**src/sv/sbag_pkg.sv**
```systemverilog
// ---------------------------------------------------------------------------
// sbag_pkg: shared types and constants of the scaled blit address generator
// Holds the fixed field widths, register indexes and the controller/datapath
// command and status bundles.
// ---------------------------------------------------------------------------
package sbag_pkg;

    // Fixed widths of the geometry fields.
    localparam int DIM_BITS    = 12;
    localparam int ACC_BITS    = DIM_BITS + 1;
    localparam int SCREEN_BITS = 13;

    localparam logic [SCREEN_BITS-1:0] SCREEN_WIDTH_RESET  = SCREEN_BITS'(320);
    localparam logic [SCREEN_BITS-1:0] SCREEN_HEIGHT_RESET = SCREEN_BITS'(200);

    // Configuration register indexes.
    typedef enum logic [0:0] {
        REG_SCREEN_WIDTH  = 1'b0,
        REG_SCREEN_HEIGHT = 1'b1
    } cfg_index_t;

    // Input operation codes.
    typedef enum logic [0:0] {
        OP_START = 1'b0,
        OP_STEP  = 1'b1
    } op_t;

    // Controller states, one-hot.
    typedef enum logic [2:0] {
        ST_IDLE = 3'b001,
        ST_COL  = 3'b010,
        ST_ROW  = 3'b100
    } state_t;

    // Commands from the controller to the datapath.
    typedef struct packed {
        logic load_start;
        logic load_step;
        logic col_iter;
        logic row_iter;
    } cmd_t;

    // Status from the datapath to the controller.
    typedef struct packed {
        logic op_start;
        logic col_adv;
        logic row_adv;
        logic col_more;
        logic row_more;
    } status_t;

endpackage

```
**src/sv/sbag_ctrl.sv**
```systemverilog
// ---------------------------------------------------------------------------
// sbag_ctrl: controller of the scaled blit address generator
// Sequences input acceptance, the accumulator subtract loops and the output
// register handshake.
// ---------------------------------------------------------------------------
module sbag_ctrl
(
    input  logic               clk,
    input  logic               rst_n,
    input  logic               in_valid,
    output logic               in_ready,
    output logic               out_valid,
    input  logic               out_ready,
    input  sbag_pkg::status_t  status,
    output sbag_pkg::cmd_t     cmd
);

    sbag_pkg::state_t state_reg;
    sbag_pkg::state_t state_next;
    logic             out_valid_reg;
    logic             out_valid_next;
    logic             accept;

    // A step needs a free output slot; a start gives no result.
    assign in_ready = (state_reg == sbag_pkg::ST_IDLE) &&
                      (status.op_start || !out_valid_reg || out_ready);
    assign accept   = in_valid && in_ready;

    always_comb
    begin
        cmd.load_start = accept && status.op_start;
        cmd.load_step  = accept && !status.op_start;
        cmd.col_iter   = (state_reg == sbag_pkg::ST_COL) && status.col_more;
        cmd.row_iter   = (state_reg == sbag_pkg::ST_ROW) && status.row_more;
    end

    always_comb
    begin
        state_next = state_reg;
        unique case (state_reg)
            sbag_pkg::ST_IDLE:
            begin
                if (cmd.load_step && status.col_adv)
                    state_next = sbag_pkg::ST_COL;
                else if (cmd.load_step && status.row_adv)
                    state_next = sbag_pkg::ST_ROW;
            end
            sbag_pkg::ST_COL:
            begin
                if (!status.col_more)
                    state_next = sbag_pkg::ST_IDLE;
            end
            sbag_pkg::ST_ROW:
            begin
                if (!status.row_more)
                    state_next = sbag_pkg::ST_IDLE;
            end
            default:
                state_next = sbag_pkg::ST_IDLE;
        endcase
    end

    always_comb
    begin
        if (cmd.load_step)
            out_valid_next = 1'b1;
        else if (out_ready)
            out_valid_next = 1'b0;
        else
            out_valid_next = out_valid_reg;
    end

    assign out_valid = out_valid_reg;

    always_ff @(posedge clk or negedge rst_n)
    begin
        if (!rst_n)
        begin
            state_reg     <= sbag_pkg::ST_IDLE;
            out_valid_reg <= 1'b0;
        end
        else
        begin
            state_reg     <= state_next;
            out_valid_reg <= out_valid_next;
        end
    end

endmodule

```
**src/sv/sbag_datapath.sv**
```systemverilog
// ---------------------------------------------------------------------------
// sbag_datapath: datapath of the scaled blit address generator
// Holds the latched geometry, the position and accumulator registers, the
// screen size registers and the output payload register.
// ---------------------------------------------------------------------------
module sbag_datapath
#(
    parameter int COORD_BITS = 13,
    parameter int ADDR_BITS  = 24
)
(
    input  logic                                  clk,
    input  logic                                  rst_n,
    input  logic                                  cfg_we,
    input  logic [0:0]                            cfg_index,
    input  logic [sbag_pkg::SCREEN_BITS-1:0]      cfg_data,
    input  logic                                  in_operation,
    input  logic [COORD_BITS-1:0]                 in_dest_x,
    input  logic [COORD_BITS-1:0]                 in_dest_y,
    input  logic [sbag_pkg::DIM_BITS-1:0]         in_dest_w,
    input  logic [sbag_pkg::DIM_BITS-1:0]         in_dest_h,
    input  logic [sbag_pkg::DIM_BITS-1:0]         in_src_x,
    input  logic [sbag_pkg::DIM_BITS-1:0]         in_src_y,
    input  logic [sbag_pkg::DIM_BITS-1:0]         in_src_w,
    input  logic [sbag_pkg::DIM_BITS-1:0]         in_src_h,
    input  logic [sbag_pkg::DIM_BITS-1:0]         in_image_width,
    input  logic [sbag_pkg::DIM_BITS-1:0]         in_image_height,
    input  sbag_pkg::cmd_t                        cmd,
    output sbag_pkg::status_t                     status,
    output logic                                  out_active,
    output logic [COORD_BITS:0]                   out_screen_x,
    output logic [COORD_BITS:0]                   out_screen_y,
    output logic [ADDR_BITS-1:0]                  out_source_address,
    output logic                                  out_visible,
    output logic                                  out_last
);

    localparam int DW  = sbag_pkg::DIM_BITS;
    localparam int AW  = sbag_pkg::ACC_BITS;
    localparam int SB  = sbag_pkg::SCREEN_BITS;
    // Internal coordinate width: holds corner plus size without overflow.
    localparam int XW  = ((COORD_BITS > DW + 1) ? COORD_BITS : DW + 1) + 2;
    // Source column width: wide enough for a 12-bit start column.
    localparam int SCW = (COORD_BITS > DW) ? COORD_BITS : DW;

    // Screen size registers.
    logic [SB-1:0]          scr_w_reg;
    logic [SB-1:0]          scr_h_reg;

    // Latched geometry.
    logic [COORD_BITS-1:0]  dx_reg;
    logic [COORD_BITS-1:0]  dy_reg;
    logic [DW-1:0]          dw_reg;
    logic [DW-1:0]          dh_reg;
    logic [DW-1:0]          sx_reg;
    logic [DW-1:0]          sw_reg;
    logic [DW-1:0]          sh_reg;
    logic [DW-1:0]          iw_reg;

    // Walk state.
    logic                   busy_reg;
    logic signed [XW-1:0]   cur_x_reg;
    logic signed [XW-1:0]   cur_y_reg;
    logic [SCW-1:0]         src_col_reg;
    logic [ADDR_BITS-1:0]   row_base_reg;
    logic [AW-1:0]          col_acc_reg;
    logic [AW-1:0]          row_acc_reg;

    // Output payload.
    logic                   o_active_reg;
    logic [COORD_BITS:0]    o_x_reg;
    logic [COORD_BITS:0]    o_y_reg;
    logic [ADDR_BITS-1:0]   o_addr_reg;
    logic                   o_visible_reg;
    logic                   o_last_reg;

    // Start decode.
    logic [DW-1:0]          sw_def;
    logic [DW-1:0]          sh_def;
    logic [DW-1:0]          dw_def;
    logic [DW-1:0]          dh_def;
    logic signed [XW-1:0]   in_dx_ext;
    logic signed [XW-1:0]   in_dy_ext;
    logic signed [XW-1:0]   scr_w_ext;
    logic signed [XW-1:0]   scr_h_ext;
    logic [2*DW-1:0]        start_prod;
    logic                   start_live;

    // Step decode.
    logic signed [XW-1:0]   dx_ext;
    logic signed [XW-1:0]   dy_ext;
    logic signed [XW-1:0]   x_end;
    logic signed [XW-1:0]   y_end;
    logic signed [XW-1:0]   nx;
    logic signed [XW-1:0]   ny;
    logic                   row_done;
    logic                   blit_done;
    logic                   on_screen;

    always_comb
    begin
        sw_def    = (in_src_w == '0) ? in_image_width : in_src_w;
        sh_def    = (in_src_h == '0) ? in_image_height : in_src_h;
        dw_def    = (in_dest_w == '0) ? sw_def : in_dest_w;
        dh_def    = (in_dest_h == '0) ? sh_def : in_dest_h;
        in_dx_ext = {{(XW-COORD_BITS){in_dest_x[COORD_BITS-1]}}, in_dest_x};
        in_dy_ext = {{(XW-COORD_BITS){in_dest_y[COORD_BITS-1]}}, in_dest_y};
        scr_w_ext = {{(XW-SB){1'b0}}, scr_w_reg};
        scr_h_ext = {{(XW-SB){1'b0}}, scr_h_reg};
        start_prod = in_src_y * in_image_width;
        start_live = !(dw_def == '0 || dh_def == '0 ||
                       in_dx_ext >= scr_w_ext || in_dy_ext >= scr_h_ext);
    end

    always_comb
    begin
        dx_ext    = {{(XW-COORD_BITS){dx_reg[COORD_BITS-1]}}, dx_reg};
        dy_ext    = {{(XW-COORD_BITS){dy_reg[COORD_BITS-1]}}, dy_reg};
        x_end     = dx_ext + {{(XW-DW){1'b0}}, dw_reg};
        y_end     = dy_ext + {{(XW-DW){1'b0}}, dh_reg};
        nx        = cur_x_reg + XW'(1);
        ny        = cur_y_reg + XW'(1);
        row_done  = (nx >= x_end) || (nx >= scr_w_ext);
        blit_done = (ny >= y_end) || (ny >= scr_h_ext);
        on_screen = (cur_x_reg >= 0) && (cur_y_reg >= 0) &&
                    (cur_x_reg < scr_w_ext) && (cur_y_reg < scr_h_ext);
    end

    always_comb
    begin
        status.op_start = (in_operation == sbag_pkg::OP_START);
        status.col_adv  = busy_reg && !row_done;
        status.row_adv  = busy_reg && row_done && !blit_done;
        status.col_more = (col_acc_reg >= {1'b0, dw_reg});
        status.row_more = (row_acc_reg >= {1'b0, dh_reg});
    end

    // Configuration registers.
    always_ff @(posedge clk or negedge rst_n)
    begin
        if (!rst_n)
        begin
            scr_w_reg <= sbag_pkg::SCREEN_WIDTH_RESET;
            scr_h_reg <= sbag_pkg::SCREEN_HEIGHT_RESET;
        end
        else if (cfg_we)
        begin
            unique case (cfg_index)
                sbag_pkg::REG_SCREEN_WIDTH:  scr_w_reg <= cfg_data;
                sbag_pkg::REG_SCREEN_HEIGHT: scr_h_reg <= cfg_data;
                default:                     scr_w_reg <= scr_w_reg;
            endcase
        end
    end

    // Walk state and geometry.
    always_ff @(posedge clk or negedge rst_n)
    begin
        if (!rst_n)
        begin
            busy_reg     <= 1'b0;
            dx_reg       <= '0;
            dy_reg       <= '0;
            dw_reg       <= '0;
            dh_reg       <= '0;
            sx_reg       <= '0;
            sw_reg       <= '0;
            sh_reg       <= '0;
            iw_reg       <= '0;
            cur_x_reg    <= '0;
            cur_y_reg    <= '0;
            src_col_reg  <= '0;
            row_base_reg <= '0;
            col_acc_reg  <= '0;
            row_acc_reg  <= '0;
        end
        else if (cmd.load_start)
        begin
            dx_reg       <= in_dest_x;
            dy_reg       <= in_dest_y;
            dw_reg       <= dw_def;
            dh_reg       <= dh_def;
            sx_reg       <= in_src_x;
            sw_reg       <= sw_def;
            sh_reg       <= sh_def;
            iw_reg       <= in_image_width;
            cur_x_reg    <= in_dx_ext;
            cur_y_reg    <= in_dy_ext;
            src_col_reg  <= SCW'(in_src_x);
            col_acc_reg  <= '0;
            row_acc_reg  <= '0;
            row_base_reg <= ADDR_BITS'(start_prod);
            busy_reg     <= start_live;
        end
        else if (cmd.load_step)
        begin
            if (status.col_adv)
            begin
                // Column advance: the source column wraps at COORD_BITS.
                col_acc_reg <= col_acc_reg + {1'b0, sw_reg};
                src_col_reg <= SCW'(src_col_reg[COORD_BITS-1:0]);
                cur_x_reg   <= nx;
            end
            else if (status.row_adv)
            begin
                row_acc_reg <= row_acc_reg + {1'b0, sh_reg};
                cur_y_reg   <= ny;
                cur_x_reg   <= dx_ext;
                src_col_reg <= SCW'(sx_reg);
                col_acc_reg <= '0;
            end
            else
            begin
                busy_reg <= 1'b0;
            end
        end
        else if (cmd.col_iter)
        begin
            col_acc_reg <= col_acc_reg - {1'b0, dw_reg};
            src_col_reg <= SCW'(src_col_reg[COORD_BITS-1:0] + COORD_BITS'(1));
        end
        else if (cmd.row_iter)
        begin
            row_acc_reg  <= row_acc_reg - {1'b0, dh_reg};
            row_base_reg <= row_base_reg + ADDR_BITS'(iw_reg);
        end
    end

    // Output payload register; an idle step reads all zeros.
    always_ff @(posedge clk)
    begin
        if (cmd.load_step)
        begin
            if (busy_reg)
            begin
                o_active_reg  <= 1'b1;
                o_x_reg       <= cur_x_reg[COORD_BITS:0];
                o_y_reg       <= cur_y_reg[COORD_BITS:0];
                o_addr_reg    <= row_base_reg + ADDR_BITS'(src_col_reg);
                o_visible_reg <= on_screen;
                o_last_reg    <= row_done && blit_done;
            end
            else
            begin
                o_active_reg  <= 1'b0;
                o_x_reg       <= '0;
                o_y_reg       <= '0;
                o_addr_reg    <= '0;
                o_visible_reg <= 1'b0;
                o_last_reg    <= 1'b0;
            end
        end
    end

    assign out_active         = o_active_reg;
    assign out_screen_x       = o_x_reg;
    assign out_screen_y       = o_y_reg;
    assign out_source_address = o_addr_reg;
    assign out_visible        = o_visible_reg;
    assign out_last           = o_last_reg;

endmodule

```
**src/sv/scaled_blit_address_generator.sv**
```systemverilog
// ---------------------------------------------------------------------------
// scaled_blit_address_generator: nearest-neighbor scaled blit walker
// Walks the destination rectangle of a scaled blit in raster order and
// gives the screen coordinate, the source pixel address and a visible flag.
// ---------------------------------------------------------------------------
// A step result is in the output register the cycle after its transaction;
// a start gives no result. After a column or row step the controller runs
// the accumulator subtract loop, one subtraction per cycle, and takes no new
// item until it has left the loop; a start, an idle step or a final step
// runs no loop. A step also waits for a free output slot. Reset: idle,
// screen 320 by 200, no result.
// ---------------------------------------------------------------------------
module scaled_blit_address_generator
#(
    parameter int COORD_BITS = 13,
    parameter int ADDR_BITS  = 24
)
(
    input  logic                                   clk,
    input  logic                                   rst_n,
    // Configuration write channel.
    input  logic                                   cfg_valid,
    output logic                                   cfg_ready,
    input  logic [0:0]                             cfg_index,
    input  logic [sbag_pkg::SCREEN_BITS-1:0]       cfg_data,
    // Input stream.
    input  logic                                   s_tvalid,
    output logic                                   s_tready,
    // s_tdata, from bit 0: dest_x, dest_y, dest_w, dest_h, src_x, src_y,
    // src_w, src_h, image_width, image_height, zero fill.
    input  logic [((2*COORD_BITS+8*sbag_pkg::DIM_BITS+7)/8)*8-1:0]
                                                   s_tdata,
    // s_tuser: operation.
    input  logic                                   s_tuser,
    // Output stream.
    output logic                                   m_tvalid,
    input  logic                                   m_tready,
    // m_tdata, from bit 0: screen_x, screen_y, source_address, zero fill.
    output logic [((2*(COORD_BITS+1)+ADDR_BITS+7)/8)*8-1:0]
                                                   m_tdata,
    // m_tuser, from bit 0: active, visible.
    output logic [1:0]                             m_tuser,
    output logic                                   m_tlast
);

    localparam int D        = sbag_pkg::DIM_BITS;
    localparam int OUT_BITS = 2*(COORD_BITS+1) + ADDR_BITS;
    localparam int OUT_W    = ((OUT_BITS + 7) / 8) * 8;

    // Bit offsets of the input fields inside s_tdata.
    localparam int OFS_DY = COORD_BITS;
    localparam int OFS_DW = 2*COORD_BITS;
    localparam int OFS_DH = OFS_DW + D;
    localparam int OFS_SX = OFS_DH + D;
    localparam int OFS_SY = OFS_SX + D;
    localparam int OFS_SW = OFS_SY + D;
    localparam int OFS_SH = OFS_SW + D;
    localparam int OFS_IW = OFS_SH + D;
    localparam int OFS_IH = OFS_IW + D;

    sbag_pkg::cmd_t            cmd;
    sbag_pkg::status_t         status;
    logic                      out_active;
    logic [COORD_BITS:0]       out_screen_x;
    logic [COORD_BITS:0]       out_screen_y;
    logic [ADDR_BITS-1:0]      out_source_address;
    logic                      out_visible;
    logic                      out_last;

    // Configuration writes are always taken; they must only be issued while the
    // block is idle, as the block has no interlock that enforces it.
    assign cfg_ready = 1'b1;

    // The controller owns the stream handshakes and sequences the subtract loops
    // that carry the nearest-neighbor error accumulators past each step.
    sbag_ctrl u_ctrl
    (
        .clk       (clk),
        .rst_n     (rst_n),
        .in_valid  (s_tvalid),
        .in_ready  (s_tready),
        .out_valid (m_tvalid),
        .out_ready (m_tready),
        .status    (status),
        .cmd       (cmd)
    );

    // The datapath holds the geometry, the walk position and the result
    // register that parts the output side from the input side.
    sbag_datapath
    #(
        .COORD_BITS (COORD_BITS),
        .ADDR_BITS  (ADDR_BITS)
    )
    u_datapath
    (
        .clk                (clk),
        .rst_n              (rst_n),
        .cfg_we             (cfg_valid && cfg_ready),
        .cfg_index          (cfg_index),
        .cfg_data           (cfg_data),
        .in_operation       (s_tuser),
        .in_dest_x          (s_tdata[COORD_BITS-1:0]),
        .in_dest_y          (s_tdata[OFS_DY +: COORD_BITS]),
        .in_dest_w          (s_tdata[OFS_DW +: D]),
        .in_dest_h          (s_tdata[OFS_DH +: D]),
        .in_src_x           (s_tdata[OFS_SX +: D]),
        .in_src_y           (s_tdata[OFS_SY +: D]),
        .in_src_w           (s_tdata[OFS_SW +: D]),
        .in_src_h           (s_tdata[OFS_SH +: D]),
        .in_image_width     (s_tdata[OFS_IW +: D]),
        .in_image_height    (s_tdata[OFS_IH +: D]),
        .cmd                (cmd),
        .status             (status),
        .out_active         (out_active),
        .out_screen_x       (out_screen_x),
        .out_screen_y       (out_screen_y),
        .out_source_address (out_source_address),
        .out_visible        (out_visible),
        .out_last           (out_last)
    );

    // Pack the result; the fill bits above the address read as zero.
    assign m_tdata = OUT_W'({out_source_address, out_screen_y, out_screen_x});
    assign m_tuser = {out_visible, out_active};
    assign m_tlast = out_last;

endmodule

```
**config.mk**
```make
export PLATFORM = sky130hd
export DESIGN_NAME = scaled_blit_address_generator
export DESIGN_NICKNAME = d
export VERILOG_FILES = /design/src/sv/sbag_pkg.sv /design/src/sv/sbag_ctrl.sv /design/src/sv/sbag_datapath.sv /design/src/sv/scaled_blit_address_generator.sv
export SDC_FILE = /design/constraint.sdc
export NUM_CORES = 1
export LEC_CHECK = 0
export ABC_AREA = 0
export BUFFER_PORTS_ARGS = -buffer_cell sky130_fd_sc_hd__buf_2
export CELL_PAD_IN_SITES_DETAIL_PLACEMENT = 0
export CELL_PAD_IN_SITES_GLOBAL_PLACEMENT = 1
export CORE_ASPECT_RATIO = 0.7
export CORE_MARGIN = 4
export CORE_UTILIZATION = 47
export DETAILED_ROUTE_END_ITERATION = 7
export PLACE_DENSITY_LB_ADDON = 0.1
export SYNTH_ARGS = -nofsm -noshare
export SYNTH_HDL_FRONTEND = slang
export SYNTH_SLANG_ARGS = --single-unit
```
**constraint.sdc**
```tcl
create_clock -name clk -period 6 [get_ports clk]
set_clock_uncertainty 0.15 [all_clocks]
set_input_delay 0.6 -clock clk [delete_from_list [all_inputs] [get_ports clk]]
set_output_delay 0.6 -clock clk [all_outputs]
set_load 0.01 [all_outputs]
```
### Word level (Yosys, flattened, before mapping)

Cells that the tools add are included.

* word-level logic and storage cells: 158
* input bits: 148
* register bits after elaboration: 277
* output and inout port bits: 62

* muxes and demuxes: 44
* $lt $le $gt $ge: 12
* eq/ne operators: 14
* reductions and logical operators: 49
* multipliers: 1
* add/sub/neg operators: 11
* bitwise logic cells: 2

Operators with widths (count)
* $mux W13: 16
* $mux W15: 8
* $mux W24: 4
* $logic_not A12 Y1: 6
* $mux W12: 4
* $add A15 B2 Y15 const B: 2
* $ge A15 B1 Y1 const B: 2
* $ge A15 B14 Y1: 2
* $ge A15 B15 Y1: 2
* $lt A15 B14 Y1: 2
* $add A13 B13 Y14: 2
* $ge A13 B14 Y1: 2
* $add A13 B12 Y13: 2
* $ge A13 B12 Y1: 2
* $sub A13 B12 Y13: 2
* $add A24 B12 Y24: 1
* $add A24 B13 Y24: 1
* $mul A12 B12 Y24: 1
* $logic_and A1 B1 Y1: 15
* $reduce_and A3 Y1: 5
* $add A13 B1 Y13 const B: 1
* $mux W3: 4
* $ne A2 B2 Y1 const B: 5
* $pmux W3 S3: 1
* 16 further kinds: 41

### Logic depth before layout (Yosys ltp)

* word-level depth: 10
* mapped depth: 24
* mapped depth without buffers: 22

### Modules after synthesis

From an unflattened synthesis, not the netlist that was laid out.

* cells, all modules: 2605
* area total of the unflattened synthesis: 23727.8 µm²

By module, submodules not included
* sbag_datapath: times used 1, sequential area each 7113.1 µm², area each 23411.2 µm², cells an instance 2572
* sbag_ctrl: times used 1, sequential area each 101.3 µm², area each 256.5 µm², cells an instance 24
* scaled_blit_address_generator: times used 1, sequential area each 0.0 µm², area each 60.1 µm², cells an instance 9

### Least setup slack after synthesis

OpenSTA, ideal clock, no wires.

* path kind: input port to flip-flop
* from: in s_tdata[103] in the netlist's numbering
* to: reg u_datapath.row_base_reg[23]
* path slack: -0.063 ns
* buffers on the path: 1
* arrival time: 5.781 ns
* cell stages on the path: 20
* data required time: 5.718 ns
* library setup time: 0.132 ns
* path through: clkbuf_1 -> nand2_1 -> fa_1 -> fa_1 -> fa_1 -> inv_1 -> fa_1 -> inv_1 -> fa_1 -> inv_1 -> ha_1 -> a2111oi_0 -> o21ai_0 -> a31oi_1 -> o21ai_0 -> a2111oi_0 -> nor3_1 -> a31oi_1 -> xnor2_1 -> mux2i_1

* word-level cells in the longest chain between the ends: 2

RTL lines
* start: declaration: RTL line scaled_blit_address_generator.sv:32 `s_tdata,`
* $mul A12 B12 Y24: RTL line sbag_datapath.sv:110 `start_prod = in_src_y * in_image_width;`
* $mux W24: RTL line sbag_datapath.sv:177 `else if (cmd.load_start)`
* end signal: assignment: RTL line sbag_datapath.sv:192 `row_base_reg <= ADDR_BITS'(start_prod);`
* end signal: assignment: RTL line sbag_datapath.sv:225 `row_base_reg <= row_base_reg + ADDR_BITS'(iw_reg);`
* end: declaration: RTL line sbag_datapath.sv:65 `logic [ADDR_BITS-1:0] row_base_reg;`

No other way between the ends.
A chain may end at the register's enable or synchronous reset.

### Worst setup path after layout

* from: in s_tdata[67] in the netlist's numbering
* to: reg u_datapath.row_base_reg[23]

The elaborated chain is that of the path after synthesis.

==> flow_metrics.env <==
export IMPL_status="complete, no violations"
export IMPL_hold_viol=0
export IMPL_setup_tns_final_ns=0
export IMPL_yosysSeqAreaShare_pct=30.5
export IMPL_rows=68
export IMPL_worstSkewPairLatency_ns=0.59
export IMPL_yosysTopAreaCellShare_pct=22.8
export IMPL_num_fill_cells=4691
export IMPL_hold_slack_ns=0.0835
export IMPL_post_route_min_period_ns=5.63
export IMPL_io_buffers=198
export IMPL_grt_pass1_wl_um=113000
export IMPL_antenna_found_initial=3
export IMPL_core_area_mm2=0.0495
export IMPL_numCtsBuffers=29
export IMPL_path_max_fanout=7
export IMPL_grt_max_degree=128
export IMPL_vias=19880
export IMPL_synth_avg_cell_area_um2=8.88
export IMPL_p_total_uw=15600
export IMPL_setup_viol=0
export IMPL_pwr_share_clk_pct=12.7
export IMPL_drtIter0Drc=1736
export IMPL_grt_usage_pct=26.0
export IMPL_criticalPathCategory="primary input to register"
export IMPL_period_share_pct=93.8
export IMPL_p_comb_share_pct=64.6
export IMPL_overflow=0
export IMPL_setup_slack_ns=0.371
export IMPL_synth_seq_cells=277
export IMPL_async_flop_share_pct=80.1
export IMPL_yosysWarnings=0
export IMPL_critical_path_required_ns=6.30
export IMPL_grt_setup_unrepaired="no"
export IMPL_ys_flop_type="dfrtp_1"
export IMPL_dieHeight_um=196
export IMPL_path_clk_slew_ns=0.07
export IMPL_ant_nets=0
export IMPL_timing_worst_slew_pin_value_ns=1.20
export IMPL_max_cap_viol_count=0
export IMPL_wl_per_cell_um=20.2
export IMPL_slew_violations=0
export IMPL_firstDrtPassIters=5
export IMPL_cts_tree="done"
export IMPL_p_int_uw=8250
export IMPL_dieWidth_um=276
export IMPL_start_util_pct=47.8
export IMPL_htree_num_levels=1
export IMPL_num_nets_final=3392
export IMPL_seqPwrFrac_pct=22.7
export IMPL_r2r_slack_ns=0.49
export IMPL_final_cells=3556
export IMPL_place_congestion=0.893
export IMPL_synth_edff_count=55
export IMPL_areaGrowthSynthToFinish_pct=12.9
export IMPL_grt_busiest_layer="met1"
export IMPL_clock_path_buffers=3
export IMPL_switchingPower_uw=7300
export IMPL_peakVddDrop_v=0.000294
export IMPL_synth_cells=2666
export IMPL_grt_pass1_vias=19597
export IMPL_synth_area_leaders="dfrtp_1 (23%), ha_1 (14%), fa_1 (9.1%)"
export IMPL_cts_sinks=277
export IMPL_drive_above_1_share_pct=13.8
export IMPL_syn_area_mm2=0.0237
export IMPL_drcViolationCount=0
export IMPL_ios=210
export IMPL_power_leakage_uw=0.0128
export IMPL_clockRootBuffer="clkbuf_16"
export IMPL_arrival_ns=5.93
export IMPL_grt_use_met2_pct=36.6
export IMPL_clock_fmax_ghz=0.178
export IMPL_place_hpwl_um=56400
export IMPL_critPathLaunchType="primary input"
export IMPL_dp_cells=3500
export IMPL_end_kind="register"
export IMPL_power_density_mw_per_mm2=582
export IMPL_synth_top_cell_by_area="dfrtp_1"
export IMPL_die_area_mm2=0.0541
export IMPL_vias_per_cell=5.59
export IMPL_relSlewSlack_pct=19.0
export IMPL_gr_usage_met3_pct=6.07
export IMPL_p_sw_share_pct=46.9
export IMPL_hold_class="primary input to register"
export IMPL_pre_cts_slack_ns=-0.333
export IMPL_yosys_cell_types_count=86
export IMPL_globalRouteMet1Util_pct=41.0
export IMPL_drt_wl_total_um=71700
[synth_stat cells, types with 7 or more instances]
cell,number
a21o_1,40
o21a_1,36
inv_1,235
o31ai_1,7
xor2_1,60
o22ai_1,8
a21oi_1,155
o21bai_1,16
nand4_1,30
xnor2_1,77
a211oi_1,21
a31o_2,7
a22oi_1,7
nand2_1,375
o22a_1,8
nor3_1,44
nor4_1,23
and3_1,20
o21ai_0,175
o221ai_1,9
and2_1,83
nand3_1,57
or3_1,10
nor2b_1,22
clkbuf_1,87
edfxtp_1,55
nor2_1,180
o211ai_1,9
a31oi_1,27
dfrtp_1,216
mux2_2,32
buf_4,7
mux2i_1,20
ha_1,269
buf_2,10
fa_1,108
nand2b_1,14
[power by group through the flow]
stage	Sequential, µW	Clock (µW)	Combinational (µW)
after floorplan	3260	0	7400
after CTS	3520	2010	9990
after global placement	3530	0	9640
after detailed placement	3550	0	9900
final	3530	1970	10100
after global routing	3630	2090	11400
[through the flow]
stage          utilization (%)  instance area [µm²]
3_5_place_dp              51.8                25700
5_1_grt                   53.9                26700
4_1_cts                   53.9                26700
6_report                  53.9                26700
2_1_floorplan                -                23700
3_3_place_gp              51.8                25700
[path summary, 6_finish.rpt]
| check | from | end | cells after the start |
|---|---|---|---|
| worst min register to register | u_datapath.sx_reg[11] | u_datapath.sx_reg[11] | 2 |
| max in group asynchronous | rst_n | u_datapath.iw_reg[3] | 3 |
| worst max-delay path | s_tdata[67] | u_datapath.row_base_reg[23] | 21 |
| min in group asynchronous | rst_n | u_datapath.row_base_reg[23] | 2 |
| worst min-delay path | cfg_data[7] | u_datapath.scr_w_reg[7] | 3 |
| worst max register to register | u_datapath.dx_reg[1] | u_datapath.cur_x_reg[13] | 20 |
[metal layers]
| layer | up-vias | part of all wire, % | routed length [µm] |
|---|---|---|---|
| met1 | 9624 | 51 | 36700 |
| met3 | 73 | 7.2 | 5140 |
| li1 | 9624 | - | - |
| met4 | 2 | 1.4 | 1020 |
| met2 | 557 | 40 | 28800 |
| met5 | - | 0.018 | 13 |
[worst max-delay path, cell delays in order]
cell and delay (ns):
buf_2 0.13, buf_4 0.17, buf_4 0.18, and2_1 0.18
fa_1 0.55, fa_1 0.45, fa_1 0.53, fa_1 0.55
inv_1 0.07, fa_1 0.54, inv_1 0.04, ha_1 0.32
a21o_1 0.18, a31oi_1 0.17, buf_4 0.16, o21ai_1 0.11
a2111oi_2 0.40, nor3_1 0.14, a31oi_1 0.23, xnor2_1 0.14
mux2i_1 0.08
[layout by cell type, fill, tap and decap left out, types with 21 or more instances in the layout]
master     count
ha_1         269
dfrtp_1      216
and2_1        82
nor2_1       179
fa_1         108
xor2_1        60
mux2_2        32
clkbuf_16     29
nor4_1        23
nor3_1        44
a21oi_1      155
buf_4         80
a211oi_1      21
inv_1        235
nor2b_1       22
nand4_1       30
a21o_1        40
nand3_1       57
o21a_1        36
nand2_1      374
xnor2_1       77
edfxtp_1      55
buf_2        197
a31oi_1       27
o21ai_0      173
[cell families after synthesis]
| group | synth area share (%) |
|---|---|
| XOR/XNOR | 5.14 |
| adder cells (fa/ha/maj) | 23.4 |
| AND/OR/NAND/NOR | 17.2 |
| buffers and inverters | 5.86 |
| multiplexers | 2.37 |
| AO/OA/AOI/OAI | 15.6 |
| flip-flops | 30.5 |
| other | 0.0317 |
[cell type report]
class | count | area, µm² | area share (%)
sequential | 277 | 7210 | 27.0
clock inverter | 15 | 166 | 0.623
clock buffer | 39 | 853 | 3.19
antenna | 1 | 2.50 | 0.00937
tap | 665 | 832 | 3.11
inverter | 236 | 887 | 3.32
multi-input combinational | 2042 | 15100 | 56.6
timing repair buffer | 281 | 1650 | 6.18
[repair_timing]
action	in CTS	in global routing
hold buffers	1	0
endpoints found under the setup margin	0	9
resized for setup	0	7
buffers inserted	0	0
endpoints found under the hold margin	90	0
No activity file was read; power rests on OpenSTA's default activity.
